<file path="config.mk">
export PLATFORM = sky130hd
export DESIGN_NAME = line_trace_command_sequencer
export DESIGN_NICKNAME = d
export VERILOG_FILES = /design/src/hdl/ltcs_pkg.sv /design/src/hdl/ltcs_cfg.sv /design/src/hdl/ltcs_div.sv /design/src/hdl/ltcs_datapath.sv /design/src/hdl/ltcs_ctrl.sv /design/src/hdl/line_trace_command_sequencer.sv
export VERILOG_INCLUDE_DIRS = /design/src /design/src/hdl
export SDC_FILE = /design/constraint.sdc
export NUM_CORES = 1
export LEC_CHECK = 0
export ABC_CLOCK_PERIOD_IN_PS = 11000
export BUFFER_PORTS_ARGS = -buffer_cell sky130_fd_sc_hd__buf_4
export CORE_MARGIN = 2
export CORE_UTILIZATION = 63
export CTS_CLUSTER_DIAMETER = 40
export DETAILED_ROUTE_END_ITERATION = 6
export PLACE_DENSITY = 0.82
export SLEW_MARGIN = 20
export SYNTH_ARGS = -nofsm -noshare
export SYNTH_HDL_FRONTEND = slang
export SYNTH_SLANG_ARGS = --single-unit
</file>
<file path="constraint.sdc">
create_clock -name clk -period 11 [get_ports clk]
set_clock_uncertainty 0.1 [all_clocks]
set_input_delay 2.2 -clock clk [delete_from_list [all_inputs] [get_ports clk]]
set_output_delay 2.2 -clock clk [all_outputs]
set_load 0.005 [all_outputs]
</file>
<file path="src/hdl/line_trace_command_sequencer_defines.svh">
// Assertion macros shared by the line trace command sequencer modules.
// Bodies refer to clk and arst_n of the module that uses them.
`ifndef LINE_TRACE_COMMAND_SEQUENCER_DEFINES_SVH
`define LINE_TRACE_COMMAND_SEQUENCER_DEFINES_SVH

// Condition must hold at every rising clock edge outside reset.
`define LTCS_CHECK(label, cond, msg) \
	label: assert property (@(posedge clk) disable iff (!arst_n) (cond)) \
		else $error(msg);

// Consequent must hold in the same cycle as the antecedent.
`define LTCS_IMPLY(label, ante, cons, msg) \
	label: assert property (@(posedge clk) disable iff (!arst_n) (ante) |-> (cons)) \
		else $error(msg);

`endif

</file>
<file path="src/hdl/ltcs_pkg.sv">
// Types and constants of the line trace command sequencer.
// No dependencies; every module of the block imports it.
package ltcs_pkg;

	localparam int SumW     = 24;
	localparam int CountW   = 14;
	localparam int LevelW   = 10;
	localparam int CfgIdxW  = 3;
	localparam int CfgDataW = 14;

	// Forward command source select
	localparam logic [2:0] FWD_HOLD   = 3'd0;
	localparam logic [2:0] FWD_ZERO   = 3'd1;
	localparam logic [2:0] FWD_CRUISE = 3'd2;
	localparam logic [2:0] FWD_DASH   = 3'd3;
	localparam logic [2:0] FWD_BACK   = 3'd4;

	typedef struct packed {
		logic               opcode;
		logic               touch_pressed;
		logic [9:0]         gyro_sample;
		logic [9:0]         light_sample;
		logic signed [31:0] wheel_count;
		logic [31:0]        time_ms;
	} item_t;

	typedef struct packed {
		logic signed [7:0] forward_cmd;
		logic signed [7:0] turn_cmd;
		logic              in_control;
		logic [9:0]        offset_value;
		logic [2:0]        tone_code;
		logic [3:0]        step_code;
	} result_t;

	typedef struct packed {
		logic [9:0]  steer_gain_q8;
		logic [6:0]  cruise_speed;
		logic [6:0]  dash_speed;
		logic [9:0]  slope_gyro_limit;
		logic [9:0]  summit_gyro_limit;
		logic [11:0] backoff_min_counts;
		logic [11:0] backoff_max_counts;
		logic [13:0] window_ms;
	} cfg_t;

	// Controller to datapath
	typedef struct packed {
		logic       capture;
		logic       sum_clear;
		logic       sum_add;
		logic       time_mark;
		logic       div_start;
		logic       offset_load;
		logic       black_load;
		logic       white_load;
		logic       mul;
		logic       turn_load;
		logic       turn_zero;
		logic [2:0] fwd_sel;
		logic       mark_load;
		logic       out_load;
		logic [2:0] tone;
		logic [3:0] step;
		logic       in_control;
	} cmd_t;

	// Datapath to controller
	typedef struct packed {
		logic opcode;
		logic touch;
		logic window_done;
		logic count_full;
		logic crash_gyro;
		logic summit_gyro;
		logic dash_window;
		logic clear_window;
		logic div_done;
	} sts_t;

endpackage

</file>
<file path="src/hdl/ltcs_cfg.sv">
// Configuration register file of the line trace command sequencer.
// Depends on ltcs_pkg for the register struct and port widths.
module ltcs_cfg
	import ltcs_pkg::*;
(
	input  logic                clk,
	input  logic                arst_n,
	input  logic                cfg_valid,
	output logic                cfg_ready,
	input  logic [CfgIdxW-1:0]  cfg_index,
	input  logic [CfgDataW-1:0] cfg_data,
	output cfg_t                cfg
);

	localparam logic [CfgIdxW-1:0] REG_GAIN      = 3'd0;
	localparam logic [CfgIdxW-1:0] REG_CRUISE    = 3'd1;
	localparam logic [CfgIdxW-1:0] REG_DASH      = 3'd2;
	localparam logic [CfgIdxW-1:0] REG_SLOPE     = 3'd3;
	localparam logic [CfgIdxW-1:0] REG_SUMMIT    = 3'd4;
	localparam logic [CfgIdxW-1:0] REG_BACK_MIN  = 3'd5;
	localparam logic [CfgIdxW-1:0] REG_BACK_MAX  = 3'd6;
	localparam logic [CfgIdxW-1:0] REG_WINDOW    = 3'd7;

	cfg_t cfg_q;

	assign cfg_ready = 1'b1;
	assign cfg       = cfg_q;

	always_ff @(posedge clk or negedge arst_n) begin
		if (!arst_n) begin
			cfg_q.steer_gain_q8      <= 10'd179;
			cfg_q.cruise_speed       <= 7'd20;
			cfg_q.dash_speed         <= 7'd75;
			cfg_q.slope_gyro_limit   <= 10'd650;
			cfg_q.summit_gyro_limit  <= 10'd700;
			cfg_q.backoff_min_counts <= 12'd90;
			cfg_q.backoff_max_counts <= 12'd720;
			cfg_q.window_ms          <= 14'd1000;
		end else if (cfg_valid) begin
			unique case (cfg_index)
				REG_GAIN:     cfg_q.steer_gain_q8      <= cfg_data[9:0];
				REG_CRUISE:   cfg_q.cruise_speed       <= cfg_data[6:0];
				REG_DASH:     cfg_q.dash_speed         <= cfg_data[6:0];
				REG_SLOPE:    cfg_q.slope_gyro_limit   <= cfg_data[9:0];
				REG_SUMMIT:   cfg_q.summit_gyro_limit  <= cfg_data[9:0];
				REG_BACK_MIN: cfg_q.backoff_min_counts <= cfg_data[11:0];
				REG_BACK_MAX: cfg_q.backoff_max_counts <= cfg_data[11:0];
				REG_WINDOW:   cfg_q.window_ms          <= cfg_data[13:0];
				default: ;
			endcase
		end
	end

endmodule

</file>
<file path="src/hdl/ltcs_div.sv">
// Restoring divider, one quotient bit per cycle, for the gyro average.
// Depends on ltcs_pkg for the sum and count widths.
module ltcs_div
	import ltcs_pkg::*;
(
	input  logic              clk,
	input  logic              arst_n,
	input  logic              start,
	input  logic [SumW-1:0]   dividend,
	input  logic [CountW-1:0] divisor,
	output logic [SumW-1:0]   quotient,
	output logic              done
);

	localparam int DivSteps = SumW;
	localparam int CntW     = $clog2(DivSteps + 1);

	logic              busy_q;
	logic              done_q;
	logic [CntW-1:0]   cnt_q;
	logic [CountW-1:0] rem_q;
	logic [SumW-1:0]   quo_q;
	logic [CountW:0]   shifted;
	logic [CountW:0]   diff;
	logic              fits;

	assign shifted = {rem_q, quo_q[SumW-1]};
	assign diff    = shifted - {1'b0, divisor};
	assign fits    = shifted >= {1'b0, divisor};

	always_ff @(posedge clk or negedge arst_n) begin
		if (!arst_n) begin
			busy_q <= 1'b0;
			done_q <= 1'b0;
			cnt_q  <= '0;
		end else if (start) begin
			busy_q <= 1'b1;
			done_q <= 1'b0;
			cnt_q  <= CntW'(DivSteps);
		end else if (busy_q) begin
			cnt_q <= cnt_q - 1'b1;
			if (cnt_q == CntW'(1)) begin
				busy_q <= 1'b0;
				done_q <= 1'b1;
			end
		end else begin
			done_q <= 1'b0;
		end
	end

	always_ff @(posedge clk) begin
		if (start) begin
			rem_q <= '0;
			quo_q <= dividend;
		end else if (busy_q) begin
			rem_q <= fits ? diff[CountW-1:0] : shifted[CountW-1:0];
			quo_q <= {quo_q[SumW-2:0], fits};
		end
	end

	assign quotient = quo_q;
	assign done     = done_q;

endmodule

</file>
<file path="src/hdl/ltcs_datapath.sv">
// Datapath: sample registers, gyro accumulator, steering multiply and clamp,
// slope comparisons and the result register. Uses ltcs_pkg and ltcs_div.
module ltcs_datapath
	import ltcs_pkg::*;
(
	input  logic    clk,
	input  logic    arst_n,
	input  item_t   item,
	input  cfg_t    cfg,
	input  cmd_t    cmd,
	output sts_t    sts,
	output result_t result
);

	localparam int                BackoffSpeed = 20;
	localparam int                TurnLimit    = 100;
	localparam logic signed [33:0] ClearCounts = 34'sd90;
	localparam logic [CountW-1:0] CountMax     = '1;

	item_t              item_q;
	result_t            result_q;
	logic [31:0]        start_q;
	logic [SumW-1:0]    sum_q;
	logic [CountW-1:0]  count_q;
	logic [LevelW-1:0]  offset_q;
	logic [LevelW-1:0]  black_q;
	logic [LevelW-1:0]  white_q;
	logic signed [31:0] mark_q;
	logic signed [7:0]  fwd_q;
	logic signed [7:0]  turn_q;
	logic signed [21:0] prod_s1;

	logic [LevelW:0]    level_sum;
	logic signed [10:0] dev;
	logic signed [21:0] prod;
	logic [21:0]        prod_mag;
	logic [13:0]        turn_mag;
	logic [6:0]         turn_sat;
	logic signed [7:0]  turn_val;
	logic [31:0]        elapsed;
	logic signed [33:0] wheel_x;
	logic signed [33:0] mark_x;
	logic signed [33:0] min_x;
	logic signed [33:0] max_x;
	logic [SumW-1:0]    div_quo;
	logic               div_done;

	ltcs_div u_div (
		.clk      (clk),
		.arst_n   (arst_n),
		.start    (cmd.div_start),
		.dividend (sum_q),
		.divisor  (count_q),
		.quotient (div_quo),
		.done     (div_done)
	);

	// Steering: midpoint of the two levels minus the light reading, times gain
	assign level_sum = {1'b0, black_q} + {1'b0, white_q};
	assign dev       = $signed({1'b0, level_sum[LevelW:1]}) - $signed({1'b0, item_q.light_sample});
	assign prod      = $signed({1'b0, cfg.steer_gain_q8}) * dev;

	// Truncate toward zero, then clamp the magnitude
	assign prod_mag = prod_s1[21] ? 22'(-prod_s1) : 22'(prod_s1);
	assign turn_mag = prod_mag[21:8];
	assign turn_sat = (turn_mag > 14'(TurnLimit)) ? 7'(TurnLimit) : turn_mag[6:0];
	assign turn_val = prod_s1[21] ? 8'(-{1'b0, turn_sat}) : {1'b0, turn_sat};

	assign elapsed = item_q.time_ms - start_q;

	assign wheel_x = {{2{item_q.wheel_count[31]}}, item_q.wheel_count};
	assign mark_x  = {{2{mark_q[31]}}, mark_q};
	assign min_x   = $signed({22'd0, cfg.backoff_min_counts});
	assign max_x   = $signed({22'd0, cfg.backoff_max_counts});

	always_comb begin
		sts.opcode       = item_q.opcode;
		sts.touch        = item_q.touch_pressed;
		sts.window_done  = elapsed >= {18'd0, cfg.window_ms};
		sts.count_full   = count_q == CountMax;
		sts.crash_gyro   = item_q.gyro_sample > cfg.slope_gyro_limit;
		sts.summit_gyro  = item_q.gyro_sample > cfg.summit_gyro_limit;
		sts.dash_window  = (wheel_x < mark_x - min_x) && (wheel_x > mark_x - max_x);
		sts.clear_window = wheel_x > mark_x + ClearCounts;
		sts.div_done     = div_done;
	end

	always_ff @(posedge clk) begin
		if (cmd.capture) begin
			item_q <= item;
		end
		if (cmd.mul) begin
			prod_s1 <= prod;
		end
		if (cmd.out_load) begin
			result_q.forward_cmd  <= fwd_q;
			result_q.turn_cmd     <= turn_q;
			result_q.in_control   <= cmd.in_control;
			result_q.offset_value <= offset_q;
			result_q.tone_code    <= cmd.tone;
			result_q.step_code    <= cmd.step;
		end
	end

	always_ff @(posedge clk or negedge arst_n) begin
		if (!arst_n) begin
			start_q  <= '0;
			sum_q    <= '0;
			count_q  <= '0;
			offset_q <= '0;
			black_q  <= '0;
			white_q  <= '0;
			mark_q   <= '0;
			fwd_q    <= '0;
			turn_q   <= '0;
		end else begin
			if (cmd.time_mark) begin
				start_q <= item_q.time_ms;
			end
			if (cmd.sum_clear) begin
				sum_q   <= '0;
				count_q <= '0;
			end else if (cmd.sum_add) begin
				sum_q   <= sum_q + {{(SumW - LevelW){1'b0}}, item_q.gyro_sample};
				count_q <= count_q + 1'b1;
			end
			if (cmd.offset_load) begin
				offset_q <= div_quo[LevelW-1:0];
			end
			if (cmd.black_load) begin
				black_q <= item_q.light_sample;
			end
			if (cmd.white_load) begin
				white_q <= item_q.light_sample;
			end
			if (cmd.mark_load) begin
				mark_q <= item_q.wheel_count;
			end
			if (cmd.turn_zero) begin
				turn_q <= '0;
			end else if (cmd.turn_load) begin
				turn_q <= turn_val;
			end
			case (cmd.fwd_sel)
				FWD_ZERO:   fwd_q <= '0;
				FWD_CRUISE: fwd_q <= {1'b0, cfg.cruise_speed};
				FWD_DASH:   fwd_q <= {1'b0, cfg.dash_speed};
				FWD_BACK:   fwd_q <= 8'(-BackoffSpeed);
				default: ;
			endcase
		end
	end

	assign result = result_q;

endmodule

</file>
<file path="src/hdl/ltcs_ctrl.sv">
// Controller: tick sequencing, calibration steps, slope flags and handshakes.
// Depends on ltcs_pkg and the assertion macros header.
`include "line_trace_command_sequencer_defines.svh"

module ltcs_ctrl
	import ltcs_pkg::*;
(
	input  logic clk,
	input  logic arst_n,
	input  logic item_valid,
	output logic item_stall,
	output logic result_valid,
	input  logic result_stall,
	input  sts_t sts,
	output cmd_t cmd
);

	localparam logic [3:0] PH_IDLE    = 4'd0;
	localparam logic [3:0] PH_DECODE  = 4'd1;
	localparam logic [3:0] PH_CAL     = 4'd2;
	localparam logic [3:0] PH_DIVGO   = 4'd3;
	localparam logic [3:0] PH_DIVWAIT = 4'd4;
	localparam logic [3:0] PH_MUL     = 4'd5;
	localparam logic [3:0] PH_CRASH   = 4'd6;
	localparam logic [3:0] PH_DASH    = 4'd7;
	localparam logic [3:0] PH_SUMMIT  = 4'd8;
	localparam logic [3:0] PH_CLEAR   = 4'd9;
	localparam logic [3:0] PH_DONE    = 4'd10;

	localparam logic [3:0] STEP_GYRO_START = 4'd0;
	localparam logic [3:0] STEP_GYRO       = 4'd1;
	localparam logic [3:0] STEP_GYRO_END   = 4'd2;
	localparam logic [3:0] STEP_OK         = 4'd3;
	localparam logic [3:0] STEP_OK_END     = 4'd4;
	localparam logic [3:0] STEP_END        = 4'd5;
	localparam logic [3:0] STEP_BLACK      = 4'd6;
	localparam logic [3:0] STEP_WHITE      = 4'd7;
	localparam logic [3:0] STEP_HOLD       = 4'd8;

	localparam logic [2:0] TONE_NONE      = 3'd0;
	localparam logic [2:0] TONE_START     = 3'd1;
	localparam logic [2:0] TONE_GYRO_DONE = 3'd2;
	localparam logic [2:0] TONE_CAPTURE   = 3'd3;
	localparam logic [2:0] TONE_CRASH     = 3'd4;
	localparam logic [2:0] TONE_DASH      = 3'd5;
	localparam logic [2:0] TONE_SUMMIT    = 3'd6;

	logic [3:0] phase_q, phase_d;
	logic [3:0] cal_step_q, cal_step_d;
	logic [2:0] tone_q, tone_d;
	logic       hold_to_ok_q, hold_to_ok_d;
	logic       control_mode_q, control_mode_d;
	logic       slope_armed_q, slope_armed_d;
	logic       backing_off_q, backing_off_d;
	logic       dashing_q, dashing_d;
	logic       result_valid_q;

	assign item_stall   = phase_q != PH_IDLE;
	assign result_valid = result_valid_q;

	always_comb begin
		cmd            = '0;
		cmd.fwd_sel    = FWD_HOLD;
		cmd.tone       = tone_q;
		cmd.step       = cal_step_q;
		cmd.in_control = control_mode_q;
		phase_d        = phase_q;
		cal_step_d     = cal_step_q;
		tone_d         = tone_q;
		hold_to_ok_d   = hold_to_ok_q;
		control_mode_d = control_mode_q;
		slope_armed_d  = slope_armed_q;
		backing_off_d  = backing_off_q;
		dashing_d      = dashing_q;

		unique case (phase_q)
			PH_IDLE: begin
				if (item_valid) begin
					cmd.capture = 1'b1;
					phase_d     = PH_DECODE;
				end
			end
			PH_DECODE: begin
				tone_d = TONE_NONE;
				if (sts.opcode) begin
					phase_d = PH_MUL;
				end else if (control_mode_q) begin
					phase_d = PH_DONE;
				end else begin
					phase_d = PH_CAL;
				end
			end
			PH_CAL: begin
				cmd.turn_zero = 1'b1;
				cmd.fwd_sel   = FWD_ZERO;
				phase_d       = PH_DONE;
				unique case (cal_step_q)
					STEP_GYRO_START: begin
						if (sts.touch) begin
							tone_d        = TONE_START;
							cmd.sum_clear = 1'b1;
							cmd.time_mark = 1'b1;
							cal_step_d    = STEP_GYRO;
						end
					end
					STEP_GYRO: begin
						// stop counting once the count saturates
						cmd.sum_add = !sts.count_full;
						if (sts.window_done) begin
							phase_d = PH_DIVGO;
						end
					end
					STEP_GYRO_END: begin
						if (!sts.touch) begin
							cal_step_d = STEP_BLACK;
						end
					end
					STEP_BLACK: begin
						if (sts.touch) begin
							cmd.black_load = 1'b1;
							cmd.time_mark  = 1'b1;
							hold_to_ok_d   = 1'b0;
							tone_d         = TONE_CAPTURE;
							cal_step_d     = STEP_HOLD;
						end
					end
					STEP_WHITE: begin
						if (sts.touch) begin
							cmd.white_load = 1'b1;
							cmd.time_mark  = 1'b1;
							hold_to_ok_d   = 1'b1;
							tone_d         = TONE_CAPTURE;
							cal_step_d     = STEP_HOLD;
						end
					end
					STEP_HOLD: begin
						if (sts.window_done) begin
							cal_step_d = hold_to_ok_q ? STEP_OK : STEP_WHITE;
						end
					end
					STEP_OK: begin
						if (sts.touch) begin
							tone_d     = TONE_START;
							cal_step_d = STEP_OK_END;
						end
					end
					STEP_OK_END: begin
						if (!sts.touch) begin
							tone_d     = TONE_START;
							cal_step_d = STEP_END;
						end
					end
					STEP_END: begin
						control_mode_d = 1'b1;
						slope_armed_d  = 1'b1;
					end
					default: ;
				endcase
			end
			PH_DIVGO: begin
				cmd.div_start = 1'b1;
				phase_d       = PH_DIVWAIT;
			end
			PH_DIVWAIT: begin
				if (sts.div_done) begin
					cmd.offset_load = 1'b1;
					tone_d          = TONE_GYRO_DONE;
					cal_step_d      = STEP_GYRO_END;
					phase_d         = PH_DONE;
				end
			end
			PH_MUL: begin
				cmd.mul = 1'b1;
				if (!dashing_q && !backing_off_q) begin
					cmd.fwd_sel = FWD_CRUISE;
				end
				phase_d = PH_CRASH;
			end
			PH_CRASH: begin
				cmd.turn_load = 1'b1;
				if (sts.crash_gyro && slope_armed_q && !backing_off_q) begin
					tone_d        = TONE_CRASH;
					backing_off_d = 1'b1;
					cmd.fwd_sel   = FWD_BACK;
					cmd.mark_load = 1'b1;
				end
				phase_d = PH_DASH;
			end
			PH_DASH: begin
				if (backing_off_q && sts.dash_window) begin
					tone_d      = TONE_DASH;
					cmd.fwd_sel = FWD_DASH;
					dashing_d   = 1'b1;
				end
				phase_d = PH_SUMMIT;
			end
			PH_SUMMIT: begin
				if (dashing_q && sts.summit_gyro) begin
					tone_d        = TONE_SUMMIT;
					cmd.fwd_sel   = FWD_CRUISE;
					cmd.mark_load = 1'b1;
				end
				phase_d = PH_CLEAR;
			end
			PH_CLEAR: begin
				if (dashing_q && sts.clear_window) begin
					dashing_d     = 1'b0;
					backing_off_d = 1'b0;
				end
				phase_d = PH_DONE;
			end
			PH_DONE: begin
				// hold until the result register frees up
				if (!result_valid_q || !result_stall) begin
					cmd.out_load = 1'b1;
					phase_d      = PH_IDLE;
				end
			end
			default: phase_d = PH_IDLE;
		endcase
	end

	always_ff @(posedge clk or negedge arst_n) begin
		if (!arst_n) begin
			phase_q        <= PH_IDLE;
			cal_step_q     <= STEP_GYRO_START;
			tone_q         <= TONE_NONE;
			hold_to_ok_q   <= 1'b0;
			control_mode_q <= 1'b0;
			slope_armed_q  <= 1'b0;
			backing_off_q  <= 1'b0;
			dashing_q      <= 1'b0;
			result_valid_q <= 1'b0;
		end else begin
			phase_q        <= phase_d;
			cal_step_q     <= cal_step_d;
			tone_q         <= tone_d;
			hold_to_ok_q   <= hold_to_ok_d;
			control_mode_q <= control_mode_d;
			slope_armed_q  <= slope_armed_d;
			backing_off_q  <= backing_off_d;
			dashing_q      <= dashing_d;
			result_valid_q <= cmd.out_load | (result_valid_q & result_stall);
		end
	end

	`LTCS_CHECK(a_step_range, cal_step_q <= STEP_HOLD, "calibration step out of range")
	`LTCS_IMPLY(a_mode_end, control_mode_q, cal_step_q == STEP_END, "control mode before end step")
	`LTCS_IMPLY(a_dash_backoff, dashing_q, backing_off_q, "dashing without backing off")
	`LTCS_IMPLY(a_div_step, cmd.div_start, cal_step_q == STEP_GYRO && !control_mode_q,
		"divide started outside gyro step")

endmodule

</file>
<file path="src/hdl/line_trace_command_sequencer.sv">
// Line trace command sequencer: calibration sequencer, line steering and slope logic.
// Uses ltcs_pkg, ltcs_cfg, ltcs_ctrl and ltcs_datapath.
//
// Usage:
//   item channel (item_valid, item_stall, item): one tick per item. Opcode 0 steps
//   calibration while not yet in control mode; opcode 1 runs steering and slope logic.
//   result channel (result_valid, result_stall, result): exactly one result per item.
//   cfg channel (cfg_valid, cfg_ready, cfg_index, cfg_data): register writes, always
//   ready; write only while the block holds no unfinished item.
// Sequencing: a steering item passes decode, multiply, crash, dash, summit, clear and
//   done; a calibration item decode, calibration and done; a control-mode opcode 0
//   item decode and done. The tick that closes the gyro window adds the 24-step
//   restoring divider. The block works on one item at a time; the next item is
//   accepted in the cycle after the previous one's result is loaded.
// A result register parts the two sides: while the receiver stalls, the next item is
//   still accepted and processed, and it waits for the register only at its last step.
// Reset clears all calibration state, levels, offset and commands to zero and loads
//   the configuration registers with their defaults; no result is pending after it.
module line_trace_command_sequencer
	import ltcs_pkg::*;
(
	input  logic                clk,
	input  logic                arst_n,
	input  logic                item_valid,
	output logic                item_stall,
	input  item_t               item,
	output logic                result_valid,
	input  logic                result_stall,
	output result_t             result,
	input  logic                cfg_valid,
	output logic                cfg_ready,
	input  logic [CfgIdxW-1:0]  cfg_index,
	input  logic [CfgDataW-1:0] cfg_data
);

	cfg_t cfg;
	cmd_t cmd;
	sts_t sts;

	ltcs_cfg u_cfg (
		.clk       (clk),
		.arst_n    (arst_n),
		.cfg_valid (cfg_valid),
		.cfg_ready (cfg_ready),
		.cfg_index (cfg_index),
		.cfg_data  (cfg_data),
		.cfg       (cfg)
	);

	ltcs_ctrl u_ctrl (
		.clk          (clk),
		.arst_n       (arst_n),
		.item_valid   (item_valid),
		.item_stall   (item_stall),
		.result_valid (result_valid),
		.result_stall (result_stall),
		.sts          (sts),
		.cmd          (cmd)
	);

	ltcs_datapath u_datapath (
		.clk    (clk),
		.arst_n (arst_n),
		.item   (item),
		.cfg    (cfg),
		.cmd    (cmd),
		.sts    (sts),
		.result (result)
	);

endmodule

</file>
## After elaboration in Yosys (flattened, before gate mapping)

Index checks and enable logic that the tools add are counted.
W data, S select, Z words.

- Memories: 0
- RAM bits: 0
- Flip-flop bits (word level): 433
- Bits in latches: 0
- ROM bits: 0
- Output and inout bits: 37

- Order comparisons: 8
- Eq/ne operators: 50
- Div/mod/pow operators: 0
- Mux-type cells: 80
- Shift operators: 0
- Reduce and logical (&&, ||, !) cells: 44
- Bitwise logic cells: 2
- Multipliers: 1
- $add $sub $neg: 12

Operators with widths:

| kind | number |
|---|---|
| $mux W24 | 4 |
| $gt A32 B33 Y1 | 2 |
| $sub A32 B13 Y33 | 2 |
| $mux W4 | 15 |
| $pmux W4 S11 | 1 |
| $mux W14 | 3 |
| $add A32 B8 Y33 const B | 1 |
| $lt A32 B33 Y1 | 1 |
| $eq A4 B3 Y1 const B | 8 |
| $ge A32 B14 Y1 | 1 |
| $pmux W8 S4 | 1 |
| $sub A32 B32 Y32 | 1 |
| $mux W3 | 10 |
| $mux W1 | 27 |
| $add A24 B10 Y24 | 1 |
| $mux W8 | 3 |
| $pmux W4 S6 | 1 |
| $mul A11 B11 Y22 | 1 |
| $mux W22 | 1 |
| $neg A22 Y22 | 1 |
| $gt A10 B10 Y1 | 2 |
| $pmux W3 S6 | 1 |
| $reduce_and A2 Y1 | 9 |
| $reduce_and A9 Y1 | 2 |
| other kinds (43) | 98 |

## Longest topological paths before layout

- Depth in word-level cells: 8
- Depth in mapped cells: 36

## Hierarchy

A second synthesis with hierarchy kept.

- Cell total of the unflattened synthesis: 2918
- Area, all modules: 30320.3 µm²

Modules (own cells, without submodules):

| module | instances | cells an instance | sequential area each (µm²) | area an instance (µm²) |
|---|---|---|---|---|
| ltcs_datapath | 1 | 2298 | 7967.6 | 22699.3 |
| ltcs_cfg | 1 | 182 | 2095.8 | 3469.6 |
| ltcs_div | 1 | 276 | 1176.1 | 2867.8 |
| ltcs_ctrl | 1 | 162 | 400.4 | 1283.7 |

## Worst setup path after synthesis

No wires, ideal clock.

- Kind: reg2reg
- Start: register u_datapath.white_q[1]
- End: register u_datapath.prod_s1[21] (data pin)
- Setup slack: 2.935 ns
- Cell stages (with the launch flop): 35
- Period minus slack after synthesis: 8.065 ns
- Buffers on the path: 1
- Data required time: 10.632 ns
- Arrival time: 7.698 ns
- Path through: dfrtp_1 ha_1 a21o_1 a21oi_1 xnor2_1 ha_1 nor2b_1 o21ai_0 a21boi_0 o21ai_0 nand2b_1 and2_1 o21ai_0 nand2_1 a21o_1 a21o_1 clkbuf_1 or2_2 fa_1 fa_1 inv_1 fa_1 fa_1 inv_1 fa_1 inv_1 ha_1 a21oi_1 o21ai_0 a41oi_1 a211oi_1 o21a_1 o21a_1 o41ai_1 xnor2_1

- Longest elaborated chain between the ends: 3

Ends and longest elaborated chain:

| item | RTL line | text |
|---|---|---|
| start, declared | ltcs_datapath.sv:27 | `logic [LevelW-1:0] white_q;` |
| start signal, assigned | ltcs_datapath.sv:134 | `white_q <= item_q.light_sample;` |
| $add A10 B10 Y11 | ltcs_datapath.sv:59 | `assign level_sum = {1'b0, black_q} + {1'b0, white_q};` |
| $sub A10 B10 Y11 | ltcs_datapath.sv:60 | `assign dev = $signed({1'b0, level_sum[LevelW:1]}) - $signed({1'b0, item_q.light_sample});` |
| $mul A11 B11 Y22 | ltcs_datapath.sv:61 | `assign prod = $signed({1'b0, cfg.steer_gain_q8}) * dev;` |
| named net u_datapath.prod[21] | ltcs_datapath.sv:35 | `logic signed [21:0] prod;` |
| end signal, assigned | ltcs_datapath.sv:93 | `prod_s1 <= prod;` |
| end, declared | ltcs_datapath.sv:31 | `logic signed [21:0] prod_s1;` |

The timed path passes the listed nets, and every way through them passes these cells.
A chain may end at the register's enable or synchronous reset.

## Worst setup path in the final report

Same ends and word-level chain as after synthesis.

==> results.json <==
{
  "outcome": "completed",
  "core_area_mm2": 0.0463,
  "report.final.hold_viol_count": 0,
  "ctsResizeCount": 0,
  "timing.final.crit_share_pct": 78.5,
  "synth_ff_type": "dfrtp_1",
  "period_needed_ns": 8.64,
  "max_freq_mhz": 116,
  "ant_nets": 0,
  "relSlewSlack_pct": 21.5,
  "ys_seq_elements": 433,
  "clk_pin_slew_worst_paths_ns": 0.06,
  "critical-path-max-stage-delay_ns": 0.55,
  "wl_per_cell_um": 18.1,
  "rsz0062_at_grt": "false",
  "synth_commonest_cells": "306 x ha_1, 306 x inv_1, 305 x nand2_1",
  "worstSetupPathType": "flop to flop",
  "synth_top_area_share_pct": 18.6,
  "drt_iter0_drc": 1474,
  "rows": 79,
  "cts_inserted_buffers": 61,
  "cts_tree": "yes",
  "port_buffers": 143,
  "end_kind": "flop",
  "hold_depth": 0,
  "yosysWarnings": 0,
  "postCtsHoldBufs": 0,
  "syn_to_final_growth_pct": 12.4,
  "min_to": "u_datapath.result[12]",
  "antennaDiodeCount": 0,
  "r2r_end": "u_datapath.prod_s1[21]",
  "avgSynthCellArea_um2": 10.0,
  "grt_usage_pct": 28.5,
  "root_buffer": "clkbuf_16",
  "holdWs_ns": 0.344,
  "grt_max_degree": 76,
  "grt_overflow": 0,
  "critical_path_arrival_ns": 8.91,
  "netlist_area_mm2": 0.0293,
  "clock_latency_ns": 0.65,
  "design_area_mm2": 0.0329,
  "worst_pin_slew_ns": 1.17,
  "grt_pass1_wl_um": 111000,
  "yosys.area.top_type": "dfrtp_1",
  "synth_area_leaders": "dfrtp_1 19%, edfxtp_1 17%, ha_1 13%",
  "route.detailed.drc": 0,
  "antenna_found_initial": 0,
  "synth_cell_types": 79,
  "final_util_pct": 71.2,
  "seq_area_frac_synth_pct": 39.7,
  "r2r_cells": 33,
  "syn_nets": 3416,
  "synth-edff-count": 166,
  "dpl-instance-area_mm2": 0.0308,
  "crit_path_start_kind": "flop",
  "first_pass_iters": 5,
  "post_cts_buffers": 0,
  "start_util_pct": 63.4,
  "synthCells": 2923,
  "async_reset_ff_share_pct": 58.4,
  "final-setup-viol-count": 0,
  "cpMostUsedCell": "fa_1",
  "vias_per_cell": 5.95,
  "r2r_start": "u_datapath.white_q[1]",
  "vias": 22100,
  "slew_viol_final": 0,
  "hpwl_um": 49300,
  "crit_slowest_cell": "fa_1",
  "r2r_setup_slack_ns": 2.36,
  "crit_fanout": 11,
  "hold_path_class": "flop to flop",
  "setup_tns_ns": 0,
  "cts_buffer_depth": 3,
  "cts.sinks": 433,
  "maxCapViolCount": 0,
  "die_x_um": 220,
  "drive_gt1_share_pct": 14.9,
  "final_nets": 3544,
  "die_area_mm2": 0.0483,
  "gp_congestion": 0.907,
  "cp.required_ns": 11.28,
  "htreeDepth": 2,
  "hp-start": "u_datapath.offset_q[5]",
  "ioPinCount": 145,
  "grt_pass1_vias": 22700,
  "wirelength_um": 67200,
  "fp.dieH_um": 220
}
## routing by layer
metal | vias to the layer above | share of wire (%) | GRT usage (%)
met5 | - | 0 | 0
met4 | 0 | 3.9 | 12.6
met3 | 192 | 5.8 | 3.86
met2 | 708 | 49 | 49.8
met1 | 10700 | 41 | 35.3
li1 | 10400 | - | -
## how the worst max path moves through the flow
stage,from,to,slack (ns),depth (start not counted)
after floorplan,u_datapath.white_q[1],u_datapath.prod_s1[21],2.93,34
after global placement,u_datapath.white_q[1],u_datapath.prod_s1[21],2.64,33
after detailed placement,u_datapath.white_q[1],u_datapath.prod_s1[21],2.45,33
after CTS,u_datapath.white_q[1],u_datapath.prod_s1[21],2.41,33
after global routing,u_datapath.white_q[1],u_datapath.prod_s1[21],1.86,33
final,u_datapath.white_q[1],u_datapath.prod_s1[21],2.36,33
## registers in the layout, summed over array words and instances, names as in the netlist, 22 cells and up
signal	cells
u_datapath.start_q	32
u_cfg.cfg	82
u_datapath.result	34
u_datapath.mark_q	32
u_datapath.sum_q	24
u_datapath.u_div.quotient	24
u_datapath.prod_s1	22
u_datapath.item_q	84
## critical path, delay by kind of cell (launching register included)
kind / cells / cell delay [ns]
flops: 1 / 0.41
buf+inv: 3 / 0.15
xor+xnor: 2 / 0.27
compound gates: 15 / 3.05
simple gates: 5 / 0.84
fa+ha+maj: 8 / 3.55
## cell families after synthesis
kind of cell,share of synthesized area [%]
AO/OA/AOI/OAI,11.8
XOR/XNOR,5.20
adder cells (fa/ha/maj),18.5
buffers and inverters,5.70
flip-flops,39.7
multiplexers,5.57
other,0.0128
AND/OR/NAND/NOR,13.5
## stage by stage
step / instances / setup slack (ns)
final: 3711 / 2.36
after global routing: 3711 / 1.86
after CTS: 3711 / 2.41
after detailed placement: 3595 / 2.45
after global placement: 3595 / 2.64
after floorplan: 2923 / 2.93
## area by class of cell
class,count,area (um2)
clock inverters,42,504
fillers,3256,13300
well taps,607,759
clock buffers,74,1630
flip-flops and latches,433,11600
repair buffers,159,1200
multi-input cells,2089,16100
inverters,307,1150
## layout by cell type, fill, tap and decap left out, types with 50 or more instances in the layout
cell and instances:
a21o_1 69, a21oi_1 141, buf_4 158, clkbuf_16 63, dfrtp_1 218, edfxtp_1 166
fa_1 79, ha_1 306, inv_1 306, mux2_2 130, nand2_1 305, nand3_1 55
nor2_1 172, nor2b_1 54, o21ai_0 164, xnor2_1 124, xor2_1 50
Power is not shown: default switching activity piles up to over one toggle a cycle in this logic, so the estimate is an artifact.
